[src/rtl/multi_channel_soft_timer_bank_core_assert.svh]
// Assertion macros shared by the timer bank modules.
// Each macro expects clk and rst_n in scope.
`ifndef MULTI_CHANNEL_SOFT_TIMER_BANK_CORE_ASSERT_SVH
`define MULTI_CHANNEL_SOFT_TIMER_BANK_CORE_ASSERT_SVH

// Same-cycle implication.
`define MCSTB_ASSERT_SAME(lbl, ante, cons, msg) \
  lbl: assert property (@(posedge clk) disable iff (!rst_n) (ante) |-> (cons)) \
    else $error(msg);

// Next-cycle implication.
`define MCSTB_ASSERT_NEXT(lbl, ante, cons, msg) \
  lbl: assert property (@(posedge clk) disable iff (!rst_n) (ante) |=> (cons)) \
    else $error(msg);

`endif

[src/rtl/mcstb_pkg.sv]
package mcstb_pkg;

  localparam int NUM_CHANNELS_DEF = 8;
  localparam int COUNT_BITS_DEF   = 32;

  localparam int REQ_W    = 3;
  localparam int CH_W     = 4;
  localparam int RELOAD_W = 32;
  localparam int GRANT_W  = 3;
  localparam int MASK_W   = 8;

  typedef enum logic [REQ_W-1:0] {
    REQ_TICK   = 3'd0,
    REQ_ALLOC  = 3'd1,
    REQ_CONFIG = 3'd2,
    REQ_START  = 3'd3,
    REQ_STOP   = 3'd4
  } req_t;

  typedef enum logic [1:0] {
    ST_IDLE,
    ST_SWEEP,
    ST_FINISH
  } state_t;

  typedef struct packed {
    logic capture;
    logic sweep_step;
    logic finish;
  } ctrl_cmd_t;

  typedef struct packed {
    logic req_tick;
    logic sweep_last;
    logic out_free;
  } dp_status_t;

endpackage

[src/rtl/mcstb_req_if.sv]
interface mcstb_req_if;
  import mcstb_pkg::*;

  logic                valid;
  logic                ready;
  logic [REQ_W-1:0]    req_type;
  logic [CH_W-1:0]     channel;
  logic                periodic;
  logic [RELOAD_W-1:0] reload_value;

  modport source (output valid, output req_type, output channel, output periodic,
                  output reload_value, input ready);
  modport sink (input valid, input req_type, input channel, input periodic,
                input reload_value, output ready);
endinterface

[src/rtl/mcstb_rsp_if.sv]
interface mcstb_rsp_if;
  import mcstb_pkg::*;

  logic               valid;
  logic               ready;
  logic               ok;
  logic [GRANT_W-1:0] granted_channel;
  logic [MASK_W-1:0]  expired_mask;

  modport source (output valid, output ok, output granted_channel, output expired_mask,
                  input ready);
  modport sink (input valid, input ok, input granted_channel, input expired_mask,
                output ready);
endinterface

[src/rtl/mcstb_ctrl.sv]
`include "multi_channel_soft_timer_bank_core_assert.svh"

module mcstb_ctrl (
  input  logic                  clk,
  input  logic                  rst_n,
  input  logic                  in_valid,
  output logic                  in_ready,
  input  mcstb_pkg::dp_status_t sts,
  output mcstb_pkg::ctrl_cmd_t  cmd
);
  import mcstb_pkg::*;

  state_t state_r;
  state_t state_nxt;

  always_ff @(posedge clk) begin
    if (!rst_n) begin
      state_r <= ST_IDLE;
    end else begin
      state_r <= state_nxt;
    end
  end

  always_comb begin
    state_nxt = state_r;
    unique case (state_r)
      ST_IDLE: begin
        if (in_valid) state_nxt = ST_SWEEP;
      end
      ST_SWEEP: begin
        if (!sts.req_tick || sts.sweep_last) state_nxt = ST_FINISH;
      end
      ST_FINISH: begin
        if (sts.out_free) state_nxt = ST_IDLE;
      end
      default: state_nxt = ST_IDLE;
    endcase
  end

  always_comb begin
    in_ready       = 1'b0;
    cmd.capture    = 1'b0;
    cmd.sweep_step = 1'b0;
    cmd.finish     = 1'b0;
    unique case (state_r)
      ST_IDLE: begin
        in_ready    = 1'b1;
        cmd.capture = in_valid;
      end
      ST_SWEEP:  cmd.sweep_step = sts.req_tick;
      ST_FINISH: cmd.finish     = sts.out_free;
      default: ;
    endcase
  end

  `MCSTB_ASSERT_NEXT(a_capture_to_sweep, cmd.capture, state_r == ST_SWEEP,
                     "capture did not enter sweep")
  `MCSTB_ASSERT_NEXT(a_nontick_skips, (state_r == ST_SWEEP) && !sts.req_tick,
                     state_r == ST_FINISH, "non-tick request lingered in sweep")
  `MCSTB_ASSERT_NEXT(a_finish_holds, (state_r == ST_FINISH) && !sts.out_free,
                     state_r == ST_FINISH, "finish left while output slot busy")

endmodule

[src/rtl/mcstb_dp.sv]
`include "multi_channel_soft_timer_bank_core_assert.svh"

module mcstb_dp #(
  parameter int NUM_CHANNELS = mcstb_pkg::NUM_CHANNELS_DEF,
  parameter int COUNT_BITS   = mcstb_pkg::COUNT_BITS_DEF
) (
  input  logic                            clk,
  input  logic                            rst_n,
  input  mcstb_pkg::ctrl_cmd_t            cmd,
  output mcstb_pkg::dp_status_t           sts,
  input  logic [mcstb_pkg::REQ_W-1:0]     in_req_type,
  input  logic [mcstb_pkg::CH_W-1:0]      in_channel,
  input  logic                            in_periodic,
  input  logic [mcstb_pkg::RELOAD_W-1:0]  in_reload_value,
  output logic                            out_valid,
  input  logic                            out_ready,
  output logic                            out_ok,
  output logic [mcstb_pkg::GRANT_W-1:0]   out_granted_channel,
  output logic [mcstb_pkg::MASK_W-1:0]    out_expired_mask
);
  import mcstb_pkg::*;

  localparam int CH_IDX_W = (NUM_CHANNELS > 1) ? $clog2(NUM_CHANNELS) : 1;
  localparam int USE_W    = $clog2(NUM_CHANNELS + 1);

  // channel state
  logic                  en_r   [NUM_CHANNELS];
  logic                  rep_r  [NUM_CHANNELS];
  logic [COUNT_BITS-1:0] cnt_r  [NUM_CHANNELS];
  logic [COUNT_BITS-1:0] per_r  [NUM_CHANNELS];
  logic [USE_W-1:0]      in_use_r;

  // captured request
  req_t                  req_r;
  logic [CH_W-1:0]       ch_r;
  logic                  rep_req_r;
  logic [COUNT_BITS-1:0] reload_r;

  logic [CH_IDX_W-1:0]     sweep_r;
  logic [NUM_CHANNELS-1:0] mask_r;

  logic               out_valid_r;
  logic               out_ok_r;
  logic [GRANT_W-1:0] out_grant_r;
  logic [MASK_W-1:0]  out_mask_r;

  logic                  sweep_act;
  logic [COUNT_BITS-1:0] cnt_nxt;
  logic                  expire;
  logic                  ch_ok;
  logic [CH_IDX_W-1:0]   ch_idx;
  logic                  alloc_ok;
  logic                  ok_nxt;
  logic [GRANT_W-1:0]    grant_nxt;

  assign sts.req_tick   = (req_r == REQ_TICK);
  assign sts.sweep_last = (sweep_r == CH_IDX_W'(NUM_CHANNELS - 1));
  assign sts.out_free   = !out_valid_r || out_ready;

  // sweep datapath: one increment and compare per cycle
  assign sweep_act = (USE_W'(sweep_r) < in_use_r) && en_r[sweep_r];
  assign cnt_nxt   = cnt_r[sweep_r] + COUNT_BITS'(1);
  assign expire    = (cnt_nxt >= per_r[sweep_r]);

  assign ch_ok    = (ch_r < CH_W'(NUM_CHANNELS));
  assign ch_idx   = ch_r[CH_IDX_W-1:0];
  assign alloc_ok = (in_use_r < USE_W'(NUM_CHANNELS));

  always_comb begin
    ok_nxt    = 1'b0;
    grant_nxt = '0;
    unique case (req_r)
      REQ_TICK:  ok_nxt = 1'b1;
      REQ_ALLOC: begin
        ok_nxt = alloc_ok;
        if (alloc_ok) grant_nxt = GRANT_W'(in_use_r);
      end
      REQ_CONFIG, REQ_START, REQ_STOP: ok_nxt = ch_ok;
      default: ok_nxt = 1'b0;
    endcase
  end

  always_ff @(posedge clk) begin
    if (cmd.capture) begin
      req_r     <= req_t'(in_req_type);
      ch_r      <= in_channel;
      rep_req_r <= in_periodic;
      reload_r  <= in_reload_value[COUNT_BITS-1:0];
    end
  end

  always_ff @(posedge clk) begin
    if (!rst_n) begin
      for (int i = 0; i < NUM_CHANNELS; i++) begin
        en_r[i]  <= 1'b0;
        rep_r[i] <= 1'b0;
        cnt_r[i] <= '0;
        per_r[i] <= '0;
      end
      in_use_r <= '0;
      sweep_r  <= '0;
      mask_r   <= '0;
    end else if (cmd.capture) begin
      sweep_r <= '0;
      mask_r  <= '0;
    end else if (cmd.sweep_step) begin
      if (sweep_act) begin
        if (expire) begin
          mask_r[sweep_r] <= 1'b1;
          cnt_r[sweep_r]  <= '0;
          if (!rep_r[sweep_r]) en_r[sweep_r] <= 1'b0;
        end else begin
          cnt_r[sweep_r] <= cnt_nxt;
        end
      end
      if (!sts.sweep_last) sweep_r <= sweep_r + CH_IDX_W'(1);
    end else if (cmd.finish) begin
      unique case (req_r)
        REQ_ALLOC: begin
          if (alloc_ok) in_use_r <= in_use_r + USE_W'(1);
        end
        REQ_CONFIG: begin
          if (ch_ok) begin
            rep_r[ch_idx] <= rep_req_r;
            per_r[ch_idx] <= reload_r;
            cnt_r[ch_idx] <= '0;
            en_r[ch_idx]  <= 1'b0;
          end
        end
        REQ_START: begin
          if (ch_ok) begin
            cnt_r[ch_idx] <= '0;
            en_r[ch_idx]  <= 1'b1;
          end
        end
        REQ_STOP: begin
          if (ch_ok) en_r[ch_idx] <= 1'b0;
        end
        default: ;
      endcase
    end
  end

  // output register
  always_ff @(posedge clk) begin
    if (!rst_n) begin
      out_valid_r <= 1'b0;
    end else if (cmd.finish) begin
      out_valid_r <= 1'b1;
    end else if (out_ready) begin
      out_valid_r <= 1'b0;
    end
  end

  always_ff @(posedge clk) begin
    if (cmd.finish) begin
      out_ok_r    <= ok_nxt;
      out_grant_r <= grant_nxt;
      out_mask_r  <= (req_r == REQ_TICK) ? MASK_W'(mask_r) : '0;
    end
  end

  assign out_valid           = out_valid_r;
  assign out_ok              = out_ok_r;
  assign out_granted_channel = out_grant_r;
  assign out_expired_mask    = out_mask_r;

  `MCSTB_ASSERT_SAME(a_in_use_bound, 1'b1, in_use_r <= USE_W'(NUM_CHANNELS),
                     "channels in use beyond bank size")
  `MCSTB_ASSERT_NEXT(a_mask_cleared, cmd.capture, mask_r == '0,
                     "expired mask not cleared on capture")
  `MCSTB_ASSERT_NEXT(a_finish_loads, cmd.finish, out_valid_r,
                     "finish did not load the output register")
  `MCSTB_ASSERT_SAME(a_mask_implies_ok, out_valid_r && (out_mask_r != '0), out_ok_r,
                     "expired mask on a rejected request")

endmodule

[src/rtl/multi_channel_soft_timer_bank_core.sv]
// Channel   Dir  Handshake     Payload
// in_req    in   valid/ready   req_type[3], channel[4], periodic[1], reload_value[32]
// out_rsp   out  valid/ready   ok[1], granted_channel[3], expired_mask[8]
//
// A tick is captured, then sweeps every channel (the sweep visits one channel per
// cycle), then writes its result to the output register in the finish step. Any other
// request skips the sweep; a new beat is taken only back in idle, after the finish step.
// rst_n is synchronous; it clears all channel state at once, with no clearing pass.
// The result waits in an output register; the next beat is accepted while it waits, and
// that request holds in its finish step until the register frees up.
module multi_channel_soft_timer_bank_core #(
  parameter int NUM_CHANNELS = mcstb_pkg::NUM_CHANNELS_DEF,
  parameter int COUNT_BITS   = mcstb_pkg::COUNT_BITS_DEF
) (
  input logic         clk,
  input logic         rst_n,
  mcstb_req_if.sink   in_req,
  mcstb_rsp_if.source out_rsp
);
  import mcstb_pkg::*;

  ctrl_cmd_t  cmd;
  dp_status_t sts;
  logic       in_ready;

  // Controller: sequence capture, channel sweep and result write-back.
  mcstb_ctrl u_ctrl (
    .clk      (clk),
    .rst_n    (rst_n),
    .in_valid (in_req.valid),
    .in_ready (in_ready),
    .sts      (sts),
    .cmd      (cmd)
  );

  assign in_req.ready = in_ready;

  // Datapath: channel registers, sweep unit and output register.
  mcstb_dp #(
    .NUM_CHANNELS (NUM_CHANNELS),
    .COUNT_BITS   (COUNT_BITS)
  ) u_dp (
    .clk                 (clk),
    .rst_n               (rst_n),
    .cmd                 (cmd),
    .sts                 (sts),
    .in_req_type         (in_req.req_type),
    .in_channel          (in_req.channel),
    .in_periodic         (in_req.periodic),
    .in_reload_value     (in_req.reload_value),
    .out_valid           (out_rsp.valid),
    .out_ready           (out_rsp.ready),
    .out_ok              (out_rsp.ok),
    .out_granted_channel (out_rsp.granted_channel),
    .out_expired_mask    (out_rsp.expired_mask)
  );

endmodule

[src/flat_wrapper.sv]
// flat-port wrapper written by rule: the top's interface ports become plain ports
module multi_channel_soft_timer_bank_core_flat import mcstb_pkg::*;
#(
  parameter int NUM_CHANNELS = mcstb_pkg::NUM_CHANNELS_DEF,
  parameter int COUNT_BITS   = mcstb_pkg::COUNT_BITS_DEF
)
  (clk, rst_n, in_req_valid, in_req_req_type, in_req_channel, in_req_periodic, in_req_reload_value, in_req_ready, out_rsp_valid, out_rsp_ok, out_rsp_granted_channel, out_rsp_expired_mask, out_rsp_ready);
  mcstb_req_if in_req_i ();
  mcstb_rsp_if out_rsp_i ();
  input logic clk;
  input logic rst_n;
  input wire logic [$bits(in_req_i.valid)-1:0] in_req_valid;
  input wire logic [$bits(in_req_i.req_type)-1:0] in_req_req_type;
  input wire logic [$bits(in_req_i.channel)-1:0] in_req_channel;
  input wire logic [$bits(in_req_i.periodic)-1:0] in_req_periodic;
  input wire logic [$bits(in_req_i.reload_value)-1:0] in_req_reload_value;
  output wire logic [$bits(in_req_i.ready)-1:0] in_req_ready;
  output wire logic [$bits(out_rsp_i.valid)-1:0] out_rsp_valid;
  output wire logic [$bits(out_rsp_i.ok)-1:0] out_rsp_ok;
  output wire logic [$bits(out_rsp_i.granted_channel)-1:0] out_rsp_granted_channel;
  output wire logic [$bits(out_rsp_i.expired_mask)-1:0] out_rsp_expired_mask;
  input wire logic [$bits(out_rsp_i.ready)-1:0] out_rsp_ready;
  assign in_req_i.valid = in_req_valid;
  assign in_req_i.req_type = in_req_req_type;
  assign in_req_i.channel = in_req_channel;
  assign in_req_i.periodic = in_req_periodic;
  assign in_req_i.reload_value = in_req_reload_value;
  assign in_req_ready = in_req_i.ready;
  assign out_rsp_valid = out_rsp_i.valid;
  assign out_rsp_ok = out_rsp_i.ok;
  assign out_rsp_granted_channel = out_rsp_i.granted_channel;
  assign out_rsp_expired_mask = out_rsp_i.expired_mask;
  assign out_rsp_i.ready = out_rsp_ready;
  multi_channel_soft_timer_bank_core #(.NUM_CHANNELS(NUM_CHANNELS), .COUNT_BITS(COUNT_BITS)) u_core (.clk(clk), .rst_n(rst_n), .in_req(in_req_i), .out_rsp(out_rsp_i));
endmodule
[config.mk]
export PLATFORM = sky130hd
export DESIGN_NAME = multi_channel_soft_timer_bank_core_flat
export DESIGN_NICKNAME = d
export VERILOG_FILES = /design/src/rtl/mcstb_pkg.sv /design/src/rtl/mcstb_req_if.sv /design/src/rtl/mcstb_rsp_if.sv /design/src/rtl/mcstb_ctrl.sv /design/src/rtl/mcstb_dp.sv /design/src/rtl/multi_channel_soft_timer_bank_core.sv /design/src/flat_wrapper.sv
export VERILOG_INCLUDE_DIRS = /design/src /design/src/rtl
export SDC_FILE = /design/constraint.sdc
export NUM_CORES = 1
export LEC_CHECK = 0
export BUFFER_PORTS_ARGS = -buffer_cell sky130_fd_sc_hd__clkbuf_2
export CAP_MARGIN = 25
export CORE_ASPECT_RATIO = 1.1
export CORE_UTILIZATION = 45
export DETAILED_ROUTE_END_ITERATION = 16
export GPL_TIMING_DRIVEN = 1
export PLACE_DENSITY_LB_ADDON = 0.25
export SYNTH_ARGS = -nofsm -noshare
export SYNTH_HDL_FRONTEND = slang
export SYNTH_SLANG_ARGS = --single-unit
[constraint.sdc]
create_clock -name clk -period 16.8 [get_ports clk]
set_clock_uncertainty 0.05 [all_clocks]
set_input_delay 3.36 -clock clk [delete_from_list [all_inputs] [get_ports clk]]
set_output_delay 3.36 -clock clk [all_outputs]
set_load 0.02 [all_outputs]
==> metrics <==
outcome=finished, final reports clean; Diodes inserted=0; Critical Path AT=8.04 ns; Tightest Pin Transition=1.06 ns; grt ovf=0; Worst Setup End Kind=register; Final HPWL DP=38400 um; top cells by area, synth=edfxtp_1 62%, mux4_2 10%, and2_1 6.2%, nor2_1 3.9%, dfxtp_1 2.7%; Worst slew margin=29.1%; top_reg_cell synth=edfxtp_1; Post-synth top cells=564 x edfxtp_1, 288 x nor2_1, 272 x and2_1; core footprint=60100 um2; post-CTS sizing=0; Synth top area share=61.7%; initial antenna violation count=0; Final min period=7.74 ns; die height=261 um; Starting DRT DRC Count=1153; placed insts=2655; Initial Util=45.7%; Mean Syn Cell Area=14.9 um2; Via-to-Cell Ratio=5.57; CP Launch Type=register; total negative slack=0 ns; VDD IR max=0.0000909 V; leak pwr=10.8 nW; hold path endpoint=u_core.u_dp.mask_r[1]; via count=15400; final non-filler cell total=2764; cts hold-fix bufs=0; final WL=65400 um; Final WS setup=9.06 ns; EDFF count, synth=564; Reg2Reg Capture Point=u_core.u_dp.cnt_r[2][8]; final period utilization=46.1%; metal3 WL=3230 um; vias in the first global route=16200; uppermost layer routed=met4; Root Driver=clkbuf_16; top-count cell post-synth=edfxtp_1; io pins=58; worst hold path type=register to register; Reg2Reg Depth=19; CTS buffer count=58; Mapped Cells=1841; Nets=1982; synthesis warning total=0; largest area contributor in the synthesized netlist=edfxtp_1; Area Growth Syn to Fin=12.4%; Die X=238 um; worst-path maximum fanout=51; max-slew violation count=0; maximum buffer depth of the clock tree=3; syn nets=1923; Routed Antenna Nets=0; Cell Rows=94; fill count=4960; Sink Count=601; Max Clock Freq=0.129 GHz; Clk pin slew, worst setup/hold paths=0.06 ns; cell area after synthesis=27500 um2; I/O Buffers=57; RSZ-0062 raised after global routing=false; First-pass DRT Iterations=5; Core Util, Final=51.3%; Placer Congestion=0.824; asr flop ratio synth=0%; DRC=0; worst-skew pair later-pin latency=0.63 ns; Netlist cell types=70; Setup-failing EPs final=0; Setup WS pre-CTS=8.62 ns; critical path type=register to register; met1 wire length=26200 um; CP required=17.09 ns; wire per inst=23.7 um; H-tree levels=2; gr usage total=21.6%; #FFs+latches synth=601; Max Cap Viol=0; metal2 WL=34800 um; post-synthesis sequential area ratio=64.4%; CTS tree=yes; layout cells sized above 1=19.8%; Hold Crit Depth=1; Reg2Reg Setup Slack=9.06 ns; largest net degree at the start of global routing=131; Cell Pwr Density=107 nW/um2; setup repair bufs after CTS=0; Min-Delay Startpoint=u_core.u_dp.mask_r[1]; die area=62000 um2; first-pass GRT wire length=99400 um; final hold violation count=0
## worst max-delay path by stage
stage / cells past startpoint / slack, ns / to
final: 19 / 9.06 / u_core.u_dp.cnt_r[2][8]
after global routing: 19 / 8.55 / u_core.u_dp.cnt_r[2][15]
after CTS: 18 / 8.59 / u_core.u_dp.cnt_r[2][23]
after detailed placement: 18 / 8.62 / u_core.u_dp.cnt_r[2][23]
after global placement: 17 / 8.65 / u_core.u_dp.cnt_r[1][26]
after floorplan: 6 / 9.34 / u_core.u_dp.per_r[7][0]
## where the power goes
| group | internal, W | switching [W] |
|---|---|---|
| Combinational | 0.0000412 | 0.0000827 |
| Clock | 0.000880 | 0.000575 |
| Sequential | 0.00169 | 0.0000251 |
## sequential cells by signal, summed over array words and instances (netlist names), named ones only
signal                           count
u_core.u_dp.cnt_r                  256
u_core.u_dp.per_r                  256
u_core.u_dp.reload_r                32
u_core.u_dp.en_r                     8
u_core.u_dp.mask_r                   8
u_core.u_dp.out_expired_mask         8
u_core.u_dp.rep_r                    8
u_core.u_dp.ch_r                     4
u_core.u_dp.in_use_r                 4
u_core.u_dp.out_granted_channel      3
u_core.u_dp.req_r                    3
u_core.u_dp.sweep_r                  3
u_core.u_ctrl.state_r                2
u_core.u_dp.out_ok                   1
u_core.u_dp.out_valid                1
u_core.u_dp.rep_req_r                1
## critical path: stages (launching register included)
cell      delay [ns]
dfxtp_4         0.68
buf_4           0.47
buf_4           0.72
mux4_2          0.36
mux2i_1         0.20
nor4_4          0.56
nand4_4         0.29
nand2b_1        0.25
xnor2_1         0.62
inv_1           0.16
ha_1            0.37
nand4_1         0.11
nor3_1          0.46
o311ai_0        0.22
a311oi_1        0.39
nor2_1          0.28
buf_6           0.21
nand2b_1        0.52
buf_4           0.34
nor2_1          0.06
## cells in the final DEF, fill, tap and decap left out, types with 12 or more instances in the layout
cell	instances
nand2_1	75
edfxtp_1	564
clkbuf_16	59
and2_1	271
nand2b_1	18
clkbuf_2	57
inv_1	39
ha_1	38
mux2i_1	63
nand3_1	14
dfxtp_1	34
nor2_1	284
xor2_1	12
o21ai_0	19
bufinv_16	14
buf_4	36
a21oi_1	18
mux4_2	126
## stage by stage
step	cell area (um2)	power [W]	hold slack (ns)
after global routing	30900	0.00338	0.431
after detailed placement	28700	0.00187	0.396
after global placement	28700	0.00186	0.398
after floorplan	27500	0.00181	0.382
after CTS	30800	0.00331	0.412
final	30900	0.00329	0.408
## per-layer routing
metal,track usage [%],vias up
met5,0,-
met4,5.48,0
met3,2.36,80
met2,39.9,447
met1,27.0,7950
li1,-,6926
## logic make-up (layout without fill, tap and decap cells)
kind of cell | Yosys count | count (layout) | share of synthesized area (%)
AOI/OAI and AO/OA | 83 | 83 | 2.10
xor gates and xnor gates | 33 | 33 | 1.42
adders and majority gates | 38 | 38 | 1.73
buffers and inverters | 139 | 246 | 2.41
DFF | 601 | 601 | 64.4
muxes | 205 | 205 | 13.6
and+or+nand+nor | 742 | 742 | 14.3
## area by class of cell
cell class	instances	area (um2)	area share, %
repair buffers	99	654	2.12
clock inverters	38	567	1.84
multi-input cells	1101	9210	29.9
clock buffers	70	1570	5.08
flip-flops and latches	601	17700	57.3
well taps	816	1020	3.31
inverters	39	146	0.474
(Power assumes the default switching activity.)
